`src/hdl/lptl_pkg.sv`:
```
`timescale 1ns / 1ps
// ----------------------------------------------------------------------------
// lptl_pkg
// Shared types and constants of the LED power and thermal limiter.
// ----------------------------------------------------------------------------
package lptl_pkg;

  typedef enum logic [1:0] {
    CMD_START   = 2'd0,
    CMD_MEASURE = 2'd1,
    CMD_SCALE   = 2'd2,
    CMD_NONE    = 2'd3
  } cmd_t;

  localparam int unsigned REG_RED   = 0;
  localparam int unsigned REG_GREEN = 1;
  localparam int unsigned REG_BLUE  = 2;
  localparam int unsigned REG_VOLT  = 3;
  localparam int unsigned REG_LIMIT = 4;
  localparam int unsigned REG_HIGH  = 5;
  localparam int unsigned REG_CUT   = 6;
  localparam int unsigned NUM_REGS  = 7;

  localparam logic [16:0] Q_ONE   = 17'h10000;
  localparam logic [31:0] SUM_MAX = 32'hFFFF_FFFF;
  localparam int unsigned QUO_W   = 18;
  localparam int unsigned DEN_W   = 52;

  typedef struct packed {
    cmd_t        cmd;
    logic [2:0]  reg_sel;
    logic [7:0]  red;
    logic [7:0]  green;
    logic [7:0]  blue;
    logic [11:0] temp;
  } item_t;

  typedef struct packed {
    logic [7:0]  red_cur;
    logic [7:0]  green_cur;
    logic [7:0]  blue_cur;
    logic [15:0] volt;
    logic [7:0]  limit;
    logic [7:0]  high_t;
    logic [7:0]  cut_t;
  } cfg_t;

  typedef enum logic [2:0] {
    ST_IDLE,
    ST_MUL,
    ST_PDIV,
    ST_TDIV,
    ST_SCALE1,
    ST_SCALE2,
    ST_OUT
  } state_t;

endpackage

```
`src/hdl/lptl_front.sv`:
```
`timescale 1ns / 1ps
// ----------------------------------------------------------------------------
// lptl_front
// Accepts transactions, maps the regulator index and queues them.
// ----------------------------------------------------------------------------
module lptl_front #(
  parameter int unsigned REGULATORS = 3
) (
  input  logic            clk,
  input  logic            rst_n,
  input  logic            in_push,
  output logic            in_full,
  input  lptl_pkg::item_t in_item,
  input  logic            pop,
  output logic            q_empty,
  output lptl_pkg::item_t q_item
);
  import lptl_pkg::*;

  item_t     mem_r [2];
  logic      wp_r, wp_nxt, rp_r, rp_nxt;
  logic [1:0] cnt_r, cnt_nxt;
  item_t     it;
  logic      do_push;

  always_comb begin
    it = in_item;
    if (32'(in_item.reg_sel) >= REGULATORS) begin
      it.reg_sel = 3'd0;
    end
  end

  assign in_full = (cnt_r == 2'd2);
  assign q_empty = (cnt_r == 2'd0);
  assign q_item  = mem_r[rp_r];
  assign do_push = in_push && !in_full && (in_item.cmd != CMD_NONE);

  always_comb begin
    wp_nxt  = wp_r;
    rp_nxt  = rp_r;
    cnt_nxt = cnt_r;
    if (do_push) begin
      wp_nxt = ~wp_r;
    end
    if (pop && !q_empty) begin
      rp_nxt = ~rp_r;
    end
    cnt_nxt = cnt_r + 2'(do_push) - 2'(pop && !q_empty);
  end

  always_ff @(posedge clk) begin
    if (!rst_n) begin
      wp_r  <= 1'b0;
      rp_r  <= 1'b0;
      cnt_r <= 2'd0;
    end else begin
      wp_r  <= wp_nxt;
      rp_r  <= rp_nxt;
      cnt_r <= cnt_nxt;
    end
  end

  always_ff @(posedge clk) begin
    if (do_push) begin
      mem_r[wp_r] <= it;
    end
  end

endmodule

```
`src/hdl/lptl_div.sv`:
```
`timescale 1ns / 1ps
// ----------------------------------------------------------------------------
// lptl_div
// Restoring divider, one quotient bit per cycle, quotient saturated to one.
// ----------------------------------------------------------------------------
module lptl_div (
  input  logic                             clk,
  input  logic                             rst_n,
  input  logic                             start,
  input  logic [lptl_pkg::DEN_W-1:0]       num,
  input  logic [lptl_pkg::DEN_W-1:0]       den,
  output logic                             done,
  output logic [16:0]                      quo
);
  import lptl_pkg::*;

  // first step tests num >= 2^(QUO_W-1) * den; if so the quotient saturates
  logic [DEN_W+QUO_W-1:0] rem_r, rem_nxt;
  logic [DEN_W-1:0]       den_r;
  logic [QUO_W-1:0]       q_r, q_nxt;
  logic [4:0]             cnt_r, cnt_nxt;
  logic                   busy_r, busy_nxt, sat_r;
  logic [DEN_W+QUO_W:0]   diff;

  assign diff = {1'b0, rem_r} - {1'b0, den_r, {QUO_W{1'b0}}} ;

  always_comb begin
    rem_nxt  = rem_r;
    q_nxt    = q_r;
    cnt_nxt  = cnt_r;
    busy_nxt = busy_r;
    if (busy_r) begin
      if (!diff[DEN_W+QUO_W]) begin
        rem_nxt = diff[DEN_W+QUO_W-1:0] << 1;
        q_nxt   = {q_r[QUO_W-2:0], 1'b1};
      end else begin
        rem_nxt = rem_r << 1;
        q_nxt   = {q_r[QUO_W-2:0], 1'b0};
      end
      cnt_nxt = cnt_r - 5'd1;
      if (cnt_r == 5'd0) begin
        busy_nxt = 1'b0;
      end
    end
  end

  always_ff @(posedge clk) begin
    if (!rst_n) begin
      busy_r <= 1'b0;
      done   <= 1'b0;
    end else begin
      done   <= busy_r && (cnt_r == 5'd0);
      busy_r <= start ? 1'b1 : busy_nxt;
    end
  end

  always_ff @(posedge clk) begin
    if (start) begin
      rem_r <= {{(QUO_W-1){1'b0}}, num, 1'b0};
      den_r <= den;
      q_r   <= '0;
      cnt_r <= 5'(QUO_W - 1);
      sat_r <= 1'b0;
    end else begin
      rem_r <= rem_nxt;
      q_r   <= q_nxt;
      cnt_r <= cnt_nxt;
      if (busy_r && cnt_r == 5'(QUO_W - 1) && !diff[DEN_W+QUO_W]) begin
        sat_r <= 1'b1;
      end
    end
  end

  assign quo = (sat_r || q_r > QUO_W'(Q_ONE)) ? Q_ONE : q_r[16:0];

endmodule

```
`src/hdl/lptl_back.sv`:
```
`timescale 1ns / 1ps
// ----------------------------------------------------------------------------
// lptl_back
// Executes queued transactions: load sums, factor division and scaling.
// ----------------------------------------------------------------------------
module lptl_back #(
  parameter int unsigned REGULATORS = 3
) (
  input  logic            clk,
  input  logic            rst_n,
  input  lptl_pkg::cfg_t  cfg,
  input  logic            q_empty,
  input  lptl_pkg::item_t q_item,
  output logic            q_pop,
  input  logic            out_pop,
  output logic            out_empty,
  output logic [7:0]      out_red,
  output logic [7:0]      out_green,
  output logic [7:0]      out_blue,
  output logic [16:0]     out_pf,
  output logic [16:0]     out_tf
);
  import lptl_pkg::*;

  localparam int unsigned RW = (REGULATORS > 1) ? $clog2(REGULATORS) : 1;

  state_t      st_r, st_nxt;
  logic [31:0] sum_r [REGULATORS];
  logic [11:0] temp_r;
  item_t       cur_r;
  logic [RW-1:0] ri;
  logic [31:0] sel_sum;
  logic [33:0] step_r;
  logic [47:0] sv_r;
  logic [16:0] pf_r, tf_r;
  logic [7:0]  r1_r, g1_r, b1_r;
  logic        dstart;
  logic [DEN_W-1:0] dnum, dden;
  logic        ddone;
  logic [16:0] dquo;
  logic        tspecial, tdir;
  logic signed [13:0] t_s, hi_s, co_s, tn, td;
  logic [16:0] tdirv;
  logic [34:0] acc;
  logic        full_r;

  assign ri      = cur_r.reg_sel[RW-1:0];
  assign sel_sum = sum_r[ri];
  assign acc     = {1'b0, step_r} + {3'b0, sel_sum};

  assign t_s  = 14'(signed'(temp_r));
  assign hi_s = 14'(cfg.high_t) * 14'sd10;
  assign co_s = 14'(cfg.cut_t) * 14'sd10;
  assign tn   = co_s - t_s;
  assign td   = co_s - hi_s;
  always_comb begin
    tspecial = 1'b1;
    tdirv    = Q_ONE;
    if (co_s <= hi_s) begin
      tdirv = (t_s <= hi_s) ? Q_ONE : 17'd0;
    end else if (tn <= 0) begin
      tdirv = 17'd0;
    end else if (tn >= td) begin
      tdirv = Q_ONE;
    end else begin
      tspecial = 1'b0;
    end
  end

  always_comb begin
    dstart = 1'b0;
    dnum   = '0;
    dden   = '0;
    tdir   = 1'b0;
    st_nxt = st_r;
    q_pop  = 1'b0;
    unique case (st_r)
      ST_IDLE: begin
        if (!q_empty) begin
          q_pop  = 1'b1;
          st_nxt = ST_MUL;
        end
      end
      ST_MUL: begin
        unique case (cur_r.cmd)
          CMD_SCALE: begin
            if (sv_r == 48'd0) begin
              st_nxt = ST_TDIV;
            end else begin
              dstart = 1'b1;
              dnum   = DEN_W'(64'(cfg.limit) * 64'd255000 * 64'd65536);
              dden   = DEN_W'(sv_r) * DEN_W'(REGULATORS);
              st_nxt = ST_PDIV;
            end
          end
          default: st_nxt = ST_IDLE;
        endcase
      end
      ST_PDIV: begin
        if (ddone) begin
          st_nxt = ST_TDIV;
          tdir   = 1'b1;
        end
      end
      ST_TDIV: begin
        if (!tdir && tspecial) begin
          st_nxt = ST_SCALE1;
        end else if (ddone) begin
          st_nxt = ST_SCALE1;
        end
      end
      ST_SCALE1: st_nxt = ST_SCALE2;
      ST_SCALE2: st_nxt = ST_OUT;
      ST_OUT: begin
        if (!full_r) begin
          st_nxt = ST_IDLE;
        end
      end
      default: st_nxt = ST_IDLE;
    endcase
  end

  logic tstart_r;

  always_ff @(posedge clk) begin
    if (!rst_n) begin
      st_r     <= ST_IDLE;
      temp_r   <= '0;
      full_r   <= 1'b0;
      tstart_r <= 1'b0;
      for (int i = 0; i < REGULATORS; i++) begin
        sum_r[i] <= '0;
      end
    end else begin
      st_r     <= st_nxt;
      tstart_r <= 1'b0;
      if (st_r == ST_OUT && !full_r) begin
        full_r <= 1'b1;
      end else if (out_pop && full_r) begin
        full_r <= 1'b0;
      end
      if (st_r == ST_MUL && cur_r.cmd == CMD_START) begin
        temp_r <= cur_r.temp;
        for (int i = 0; i < REGULATORS; i++) begin
          sum_r[i] <= '0;
        end
      end
      if (st_r == ST_MUL && cur_r.cmd == CMD_MEASURE) begin
        sum_r[ri] <= acc[34:32] != 3'd0 ? SUM_MAX : acc[31:0];
      end
      if (st_nxt == ST_TDIV && st_r != ST_TDIV && !tspecial) begin
        tstart_r <= 1'b1;
      end
    end
  end

  logic tbusy_r;
  always_ff @(posedge clk) begin
    if (!rst_n) begin
      tbusy_r <= 1'b0;
    end else if (st_r != ST_TDIV) begin
      tbusy_r <= 1'b0;
    end else if (tstart_r) begin
      tbusy_r <= 1'b1;
    end
  end

  logic        dgo;
  logic [DEN_W-1:0] gnum, gden;
  always_comb begin
    dgo  = dstart;
    gnum = dnum;
    gden = dden;
    if (tstart_r) begin
      dgo  = 1'b1;
      gnum = DEN_W'(tn) << 16;
      gden = DEN_W'(td);
    end
  end

  lptl_div u_div (
    .clk   (clk),
    .rst_n (rst_n),
    .start (dgo),
    .num   (gnum),
    .den   (gden),
    .done  (ddone),
    .quo   (dquo)
  );

  always_ff @(posedge clk) begin
    if (q_pop) begin
      cur_r <= q_item;
    end
    if (st_r == ST_IDLE) begin
      step_r <= 34'(16'(cfg.red_cur) * 16'(q_item.red))
              + 34'(16'(cfg.green_cur) * 16'(q_item.green))
              + 34'(16'(cfg.blue_cur) * 16'(q_item.blue));
      sv_r   <= 48'(sum_r[q_item.reg_sel[RW-1:0]]) * 48'(cfg.volt);
    end
    if (st_r == ST_MUL) begin
      pf_r <= Q_ONE;
    end
    if (st_r == ST_PDIV && ddone) begin
      pf_r <= dquo;
    end
    if (st_r == ST_TDIV && st_nxt == ST_SCALE1) begin
      tf_r <= (tbusy_r && ddone) ? dquo : tdirv;
    end
    if (st_r == ST_SCALE1) begin
      r1_r <= 8'((25'(cur_r.red) * 25'(pf_r)) >> 16);
      g1_r <= 8'((25'(cur_r.green) * 25'(pf_r)) >> 16);
      b1_r <= 8'((25'(cur_r.blue) * 25'(pf_r)) >> 16);
    end
    if (st_r == ST_OUT && !full_r) begin
      out_red   <= 8'((25'(r1_r) * 25'(tf_r)) >> 16);
      out_green <= 8'((25'(g1_r) * 25'(tf_r)) >> 16);
      out_blue  <= 8'((25'(b1_r) * 25'(tf_r)) >> 16);
      out_pf    <= pf_r;
      out_tf    <= tf_r;
    end
  end

  assign out_empty = !full_r;

endmodule

```
`src/hdl/led_power_thermal_limiter.sv`:
```
`timescale 1ns / 1ps
// ----------------------------------------------------------------------------
// led_power_thermal_limiter
// Per-regulator load metering with power and thermal derating of pixels.
// ----------------------------------------------------------------------------
// Start and measure transactions need no divide in the back end. A scale
// transaction needs one divide for each factor it computes on the shared
// 18-step serial divider: the power factor unless load or supply voltage is
// zero, the thermal factor unless the temperature is outside the range between
// the high and cutoff limits. A two-entry queue decouples input from execution;
// results wait in an output register until popped, which stalls the back end.
module led_power_thermal_limiter #(
  parameter int unsigned REGULATORS = 3
) (
  input  logic        clk,
  input  logic        rst_n,
  input  logic        push,
  output logic        full,
  input  logic [1:0]  in_command,
  input  logic [2:0]  in_regulator_index,
  input  logic [7:0]  in_red_in,
  input  logic [7:0]  in_green_in,
  input  logic [7:0]  in_blue_in,
  input  logic signed [11:0] in_temperature_tenths,
  output logic        empty,
  input  logic        pop,
  output logic [7:0]  out_red_out,
  output logic [7:0]  out_green_out,
  output logic [7:0]  out_blue_out,
  output logic [16:0] out_power_factor,
  output logic [16:0] out_thermal_factor,
  input  logic        cfg_psel,
  input  logic        cfg_penable,
  input  logic        cfg_pwrite,
  input  logic [4:0]  cfg_paddr,
  input  logic [31:0] cfg_pwdata,
  output logic [31:0] cfg_prdata,
  output logic        cfg_pready
);
  import lptl_pkg::*;

  cfg_t  cfg_r;
  item_t in_item, q_item;
  logic  q_empty, q_pop;
  logic  wr;
  logic [2:0] ridx;

  assign cfg_pready = 1'b1;
  assign wr   = cfg_psel && cfg_penable && cfg_pwrite;
  assign ridx = cfg_paddr[4:2];

  always_ff @(posedge clk) begin
    if (!rst_n) begin
      cfg_r <= '{red_cur: 8'd20, green_cur: 8'd20, blue_cur: 8'd20, volt: 16'd5000,
                 limit: 8'd10, high_t: 8'd60, cut_t: 8'd80};
    end else if (wr) begin
      unique case (32'(ridx))
        REG_RED:   cfg_r.red_cur   <= cfg_pwdata[7:0];
        REG_GREEN: cfg_r.green_cur <= cfg_pwdata[7:0];
        REG_BLUE:  cfg_r.blue_cur  <= cfg_pwdata[7:0];
        REG_VOLT:  cfg_r.volt      <= cfg_pwdata[15:0];
        REG_LIMIT: cfg_r.limit     <= cfg_pwdata[7:0];
        REG_HIGH:  cfg_r.high_t    <= cfg_pwdata[7:0];
        REG_CUT:   cfg_r.cut_t     <= cfg_pwdata[7:0];
        default: ;
      endcase
    end
  end

  always_comb begin
    unique case (32'(ridx))
      REG_RED:   cfg_prdata = 32'(cfg_r.red_cur);
      REG_GREEN: cfg_prdata = 32'(cfg_r.green_cur);
      REG_BLUE:  cfg_prdata = 32'(cfg_r.blue_cur);
      REG_VOLT:  cfg_prdata = 32'(cfg_r.volt);
      REG_LIMIT: cfg_prdata = 32'(cfg_r.limit);
      REG_HIGH:  cfg_prdata = 32'(cfg_r.high_t);
      REG_CUT:   cfg_prdata = 32'(cfg_r.cut_t);
      default:   cfg_prdata = 32'd0;
    endcase
  end

  always_comb begin
    in_item.cmd     = cmd_t'(in_command);
    in_item.reg_sel = in_regulator_index;
    in_item.red     = in_red_in;
    in_item.green   = in_green_in;
    in_item.blue    = in_blue_in;
    in_item.temp    = in_temperature_tenths;
  end

  lptl_front #(.REGULATORS(REGULATORS)) u_front (
    .clk     (clk),
    .rst_n   (rst_n),
    .in_push (push),
    .in_full (full),
    .in_item (in_item),
    .pop     (q_pop),
    .q_empty (q_empty),
    .q_item  (q_item)
  );

  lptl_back #(.REGULATORS(REGULATORS)) u_back (
    .clk       (clk),
    .rst_n     (rst_n),
    .cfg       (cfg_r),
    .q_empty   (q_empty),
    .q_item    (q_item),
    .q_pop     (q_pop),
    .out_pop   (pop),
    .out_empty (empty),
    .out_red   (out_red_out),
    .out_green (out_green_out),
    .out_blue  (out_blue_out),
    .out_pf    (out_power_factor),
    .out_tf    (out_thermal_factor)
  );

`ifndef SYNTHESIS
  a_pf_range: assert property (@(posedge clk) disable iff (!rst_n)
    !empty |-> out_power_factor <= Q_ONE) else $error("power factor above one");
  a_tf_range: assert property (@(posedge clk) disable iff (!rst_n)
    !empty |-> out_thermal_factor <= Q_ONE) else $error("thermal factor above one");
  a_out_hold: assert property (@(posedge clk) disable iff (!rst_n)
    (!empty && !pop) |=> !empty && $stable(out_red_out)) else $error("result lost");
`endif

endmodule
```
`config.mk`:
```
export PLATFORM = sky130hd
export DESIGN_NAME = led_power_thermal_limiter
export DESIGN_NICKNAME = d
export VERILOG_FILES = /design/src/hdl/lptl_pkg.sv /design/src/hdl/lptl_front.sv /design/src/hdl/lptl_div.sv /design/src/hdl/lptl_back.sv /design/src/hdl/led_power_thermal_limiter.sv
export SDC_FILE = /design/constraint.sdc
export NUM_CORES = 2
export LEC_CHECK = 0
export BUFFER_PORTS_ARGS = -buffer_cell sky130_fd_sc_hd__buf_2
export CORE_MARGIN = 2
export CORE_UTILIZATION = 65
export CTS_BUF_LIST = sky130_fd_sc_hd__clkbuf_8
export DETAILED_ROUTE_END_ITERATION = 8
export GPL_TIMING_DRIVEN = 1
export MAX_ROUTING_LAYER = met4
export PLACE_DENSITY = 0.82
export SYNTH_ARGS = -nofsm -noshare
export SYNTH_HDL_FRONTEND = slang
export SYNTH_SLANG_ARGS = --single-unit
```
`constraint.sdc`:
```
create_clock -name clk -period 20.6 [get_ports clk]
set_clock_uncertainty 0.05 [all_clocks]
set_input_delay 0 -clock clk [delete_from_list [all_inputs] [get_ports clk]]
set_output_delay 0 -clock clk [all_outputs]
set_load 0.01 [all_outputs]
```
### Word level (Yosys, flattened, before mapping)

Memory sizes are Yosys's and may differ from the RTL's. A register that Yosys moved wholly into a read port is not among the register bits.
Index checks and enable logic that the tools add are counted.

* bits in latches: 0
* memories: 2
* memory bits (read-only): 0
* flip-flop bits (word level): 472
* word-level logic and storage cells: 203
* RAM bits: 178
* input bits: 85

* divide/modulo/power cells: 0
* $lt $le $gt $ge: 6
* multipliers: 14
* add/sub/neg operators: 9
* multiplexer cells: 63
* shift-type cells: 0
* eq/ne operators: 20
* bitwise gates (word level): 6
* reductions and logical operators: 42

Memory list
* u_back.sum_r: depth 3, bits a word 32, rd ports 2, clocked after memory_dff 1, wr ports 3, RTL line lptl_back.sv:28 `logic [31:0] sum_r [REGULATORS];`
* u_front.mem_r: depth 2, bits a word 41, rd ports 1, clocked after memory_dff 1, wr ports 1, RTL line lptl_front.sv:20 `item_t mem_r [2];`

Operator list (count)
* 2-to-1 mux 52 bit: 6
* 2-to-1 mux 32 bit: 5
* multiplier 8 x 17 -> 24 bit: 6
* 2-to-1 mux 17 bit: 7
* case mux 16 bit (7 select lines): 1
* 2-to-1 mux 53 bit: 2
* subtractor 70 x 70 -> 71 bit: 1
* 2-to-1 mux 70 bit: 1
* multiplier 48 x 2 -> 50 bit, second input constant: 1
* 2-to-1 mux 50 bit: 1
* zero test 48 bit: 1
* multiplier 32 x 16 -> 48 bit: 1
* multiplier 8 x 8 -> 16 bit: 3
* 2-to-1 mux 42 bit: 1
* adder 34 x 32 -> 35 bit: 1
* adder 34 x 16 -> 34 bit: 1
* OR reduction 32 bit: 1
* 2-to-1 mux 1 bit: 29
* multiplier 8 x 15 -> 23 bit, second input constant: 1
* multiplier 8 x 3 -> 11 bit, second input constant: 2
* equality test 3 bit, second input constant: 7
* case mux 3 bit (7 select lines): 1
* greater-than comparator 18 x 17 -> 1 bit, second input constant: 1
* 2-to-1 mux 3 bit: 6
* other kinds (31): 73

### Logic depth before layout (Yosys ltp)

* word-level depth: 12
* gate-level depth with buffers: 36

### Hierarchy

Synthesis repeated with hierarchy kept, for this count alone.

* cell total of the unflattened synthesis: 8369
* area total of the unflattened synthesis: 82412.8 µm²

By module, submodules not included
* lptl_back: times used 1, seq. area each 10910.5 µm², area each 66782.8 µm², cells each 6937
* lptl_div: times used 1, seq. area each 3983.8 µm², area each 9078.7 µm², cells each 948
* lptl_front: times used 1, seq. area each 2562.5 µm², area each 3442.1 µm², cells each 157
* led_power_thermal_limiter: times used 1, seq. area each 1281.2 µm², area each 3109.2 µm², cells each 327

### Least setup slack after synthesis

No wires, ideal clock.

* kind: reg-to-reg
* from: register with a tool-made name
* to: register u_back.step_r[17], data pin
* clock period less this slack: 9.441 ns
* setup slack: 11.159 ns
* data arrival time: 9.105 ns
* cell stages (with the launch flop): 34
* data required time: 20.264 ns
* buffers on the path: 3
* path through: dfxtp_1 > clkbuf_1 > buf_1 > clkbuf_1 > mux2_2 > and2_1 > fa_1 > inv_1 > fa_1 > inv_1 > fa_1 > fa_1 > fa_1 > inv_1 > fa_1 > inv_1 > ha_1 > inv_1 > xnor2_1 > fa_1 > fa_1 > inv_1 > fa_1 > inv_1 > fa_1 > inv_1 > ha_1 > a21boi_0 > o21ai_0 > a21boi_0 > o21ai_0 > a21oi_1 > o41ai_1 > o311ai_0

RTL lines
* to (signal assigned): RTL line lptl_back.sv:196 `step_r <= 34'(16'(cfg.red_cur) * 16'(q_item.red))`
* to (decl): RTL line lptl_back.sv:33 `logic [33:0] step_r;`

==> flow_summary.yaml <==
sta:
  max_freq_mhz: 96.4
  finalCriticalPeriod_ns: 10.38
  finalSetupViolations: 0
  finalHoldViolations: 0
  slew_headroom: 0.0684
  worst_pin_slew_ns: 1.39
  rsz0062_at_grt: "false"
  finalMaxSlewViolations: 0
  min_period_over_period: 0.504
  tns_ns: 0
detailed_routing:
  ant_nets: 0
  via_per_inst: 6.01
  dr.pass1.iters: 8
  wl_per_cell_um: 20.4
  drt_wl_total_mm: 212
  drcViolationCount: 0
  num_vias: 62400
  drt_iter0_drc: 5365
synth:
  yosys-top-cells-area: "fa_1 (28%), edfxtp_1 (19%), ha_1 (11%)"
  synth_cell_types: 100
  syn_area_um2: 81400
  yosys.area.top_type: "fa_1"
  synth_top_area_frac: 0.275
  synth_cells: 8551
  async_flop_share: 0
  synth_flop_cell: "edfxtp_1"
  syn_avg_cell_area_um2: 9.52
  yosysMostFrequentCell: "inv_1"
  yosysWarnings: 0
  synth_edf_count: 518
  yosys-top-cells-count: "inv_1 (1,342), nand2_1 (1,276), fa_1 (1,120)"
  ys_seq_area_frac: 0.224
  synth-seq-cells: 650
global_route:
  antenna_found_initial: 8
  overflow: 0
  grt_usage: 0.351
  grt_pass1_wl_mm: 345
  grt_start_max_net_pins: 95
  grt_pass1_vias: 67000
worst_setup_path:
  path_max_fanout: 40
  crit_family: "adder cells"
  cp_common_cell: "fa_1"
  crit_cells: 32
  crit_type: "flop to flop"
  cp.required_ns: 21.21
  r2r_cells: 32
  crit_arrival_ns: 10.99
  start_kind: "flop"
  cpMaxStageDelayCell: "mux2i_1"
  critPathCaptureType: "flop"
  crit_buf_inv: 9
  slowest_delay_ns: 0.74
cts:
  cts_tree: "yes"
  cts_buffers: 112
  cts_sinks: 650
  clk_pin_slew_worst_paths_ns: 0.07
  htreeDepth: 3
  root_buffer: "clkbuf_8"
  post-cts-setup-buffers: 0
  insertion_delay_ns: 0.91
  clock_path_buffers: 3
min_path:
  min_path_cells: 4
  min_path_type: "primary input to flop"
placed_design:
  gp_congestion: 0.955
  dp_hpwl_mm: 149
  io_buffer_count: 142
layout:
  area_growth_pct: 7.22
  drive_gt1_frac: 0.0638
  finalNetCount: 10600
die:
  rows: 129
  core_area_um2: 124000
  die_w_um: 358
  dieArea_um2: 128000
  initial_core_util: 0.657
  die_h_um: 358
  io_pins: 178
run_status:
  status: "finished clean"
flow_run:
  maxCapViolCount: 0
==> flip-flops by register name, indices dropped and copies added, names as in the netlist, 18 cells and up, named ones only <==
register            count
u_back.u_div.q_r       18
u_back.cur_r           40
u_back.sum_r          128
u_back.step_r          19
u_back.u_div.rem_r     53
u_front.mem_r          80
u_back.u_div.den_r     51
u_back.sv_r            48
cfg_r                  64
==> final cells by class <==
type                    count  area (µm²)
multi-input cells        6157       56600
flip-flops and latches    650       18200
diodes                      8        20.0
repair buffers            387        2930
well taps                1637        2050
inverters                1344        5050
clock buffers             119        1640
clock inverters            93         764
fillers                  8739       36700
==> cells by family (layout without fill, tap and decap cells) <==
kind of cell	count (synthesis)	count (layout)	share of synthesized area
AND/OR/NAND/NOR	2789	2789	0.164
adder cells (fa/ha/maj)	1864	1864	0.390
buffers and inverters	1759	1943	0.0829
AO/OA/AOI/OAI	1039	1039	0.0830
flip-flops	650	650	0.224
XOR/XNOR	273	273	0.0294
multiplexers	175	175	0.0274
other	2	25	0.0000922
==> worst register-to-register path: cells and delay by family (launching register included) <==
family          cells  cell delay, ns
buf+inv             9            1.07
xor+xnor            1            0.27
simple gates        2            0.30
fa+ha+maj          12            5.74
flops               1            0.32
mux                 1            0.75
compound gates      7            1.70
==> what timing repair did <==
item                                   4_1_cts  5_1_grt
endpoints found under the hold margin      201        0
hold buffers                               150        0
resized for setup                            0        0
==> stage by stage <==
step                       util  cell area [µm²]  std cells  hold WS (ns)  worst slack, ns
after floorplan               -            81500       8566        0.0489            11.16
after global placement    0.673            83400      10000         0.138            10.62
after detailed placement  0.673            83400      10000         0.142            10.45
after CTS                 0.704            87300      10400      0.000389            10.41
after global routing      0.704            87300      10400        0.0411             9.76
final                     0.704            87300      10400        0.0599            10.22
==> worst paths after layout <==
check | slack, ns | startpoint | to
worst max-delay path | 10.22 | flop | u_back.step_r[17]
worst min-delay path | 0.06 | cfg_pwdata[0] | cfg_r[56]
worst max register to register | 10.22 | flop | u_back.step_r[17]
worst min register to register | 0.44 | cfg_r[31] | cfg_r[31]
==> layer usage <==
layer  vias up  global-route usage  share of wire
met5         -                   -              0
met4         0               0.195          0.062
met3       896              0.0602          0.086
met2      3149               0.580           0.49
met1     30600               0.408           0.36
li1      27700                   -              -
==> layout by cell type (no fill, tap or decap), types with 150 or more instances in the layout <==
| cell | count |
|---|---|
| xnor2_1 | 190 |
| edfxtp_1 | 518 |
| nor2_1 | 319 |
| and2_1 | 627 |
| nand2_1 | 1276 |
| a21oi_1 | 266 |
| o21ai_0 | 211 |
| fa_1 | 1120 |
| ha_1 | 744 |
| inv_1 | 1365 |
| dlygate4sd3_1 | 150 |
Power is left out: the tool's default activity adds up to more than one toggle a clock period on the data nets, which glitch-free logic cannot reach.
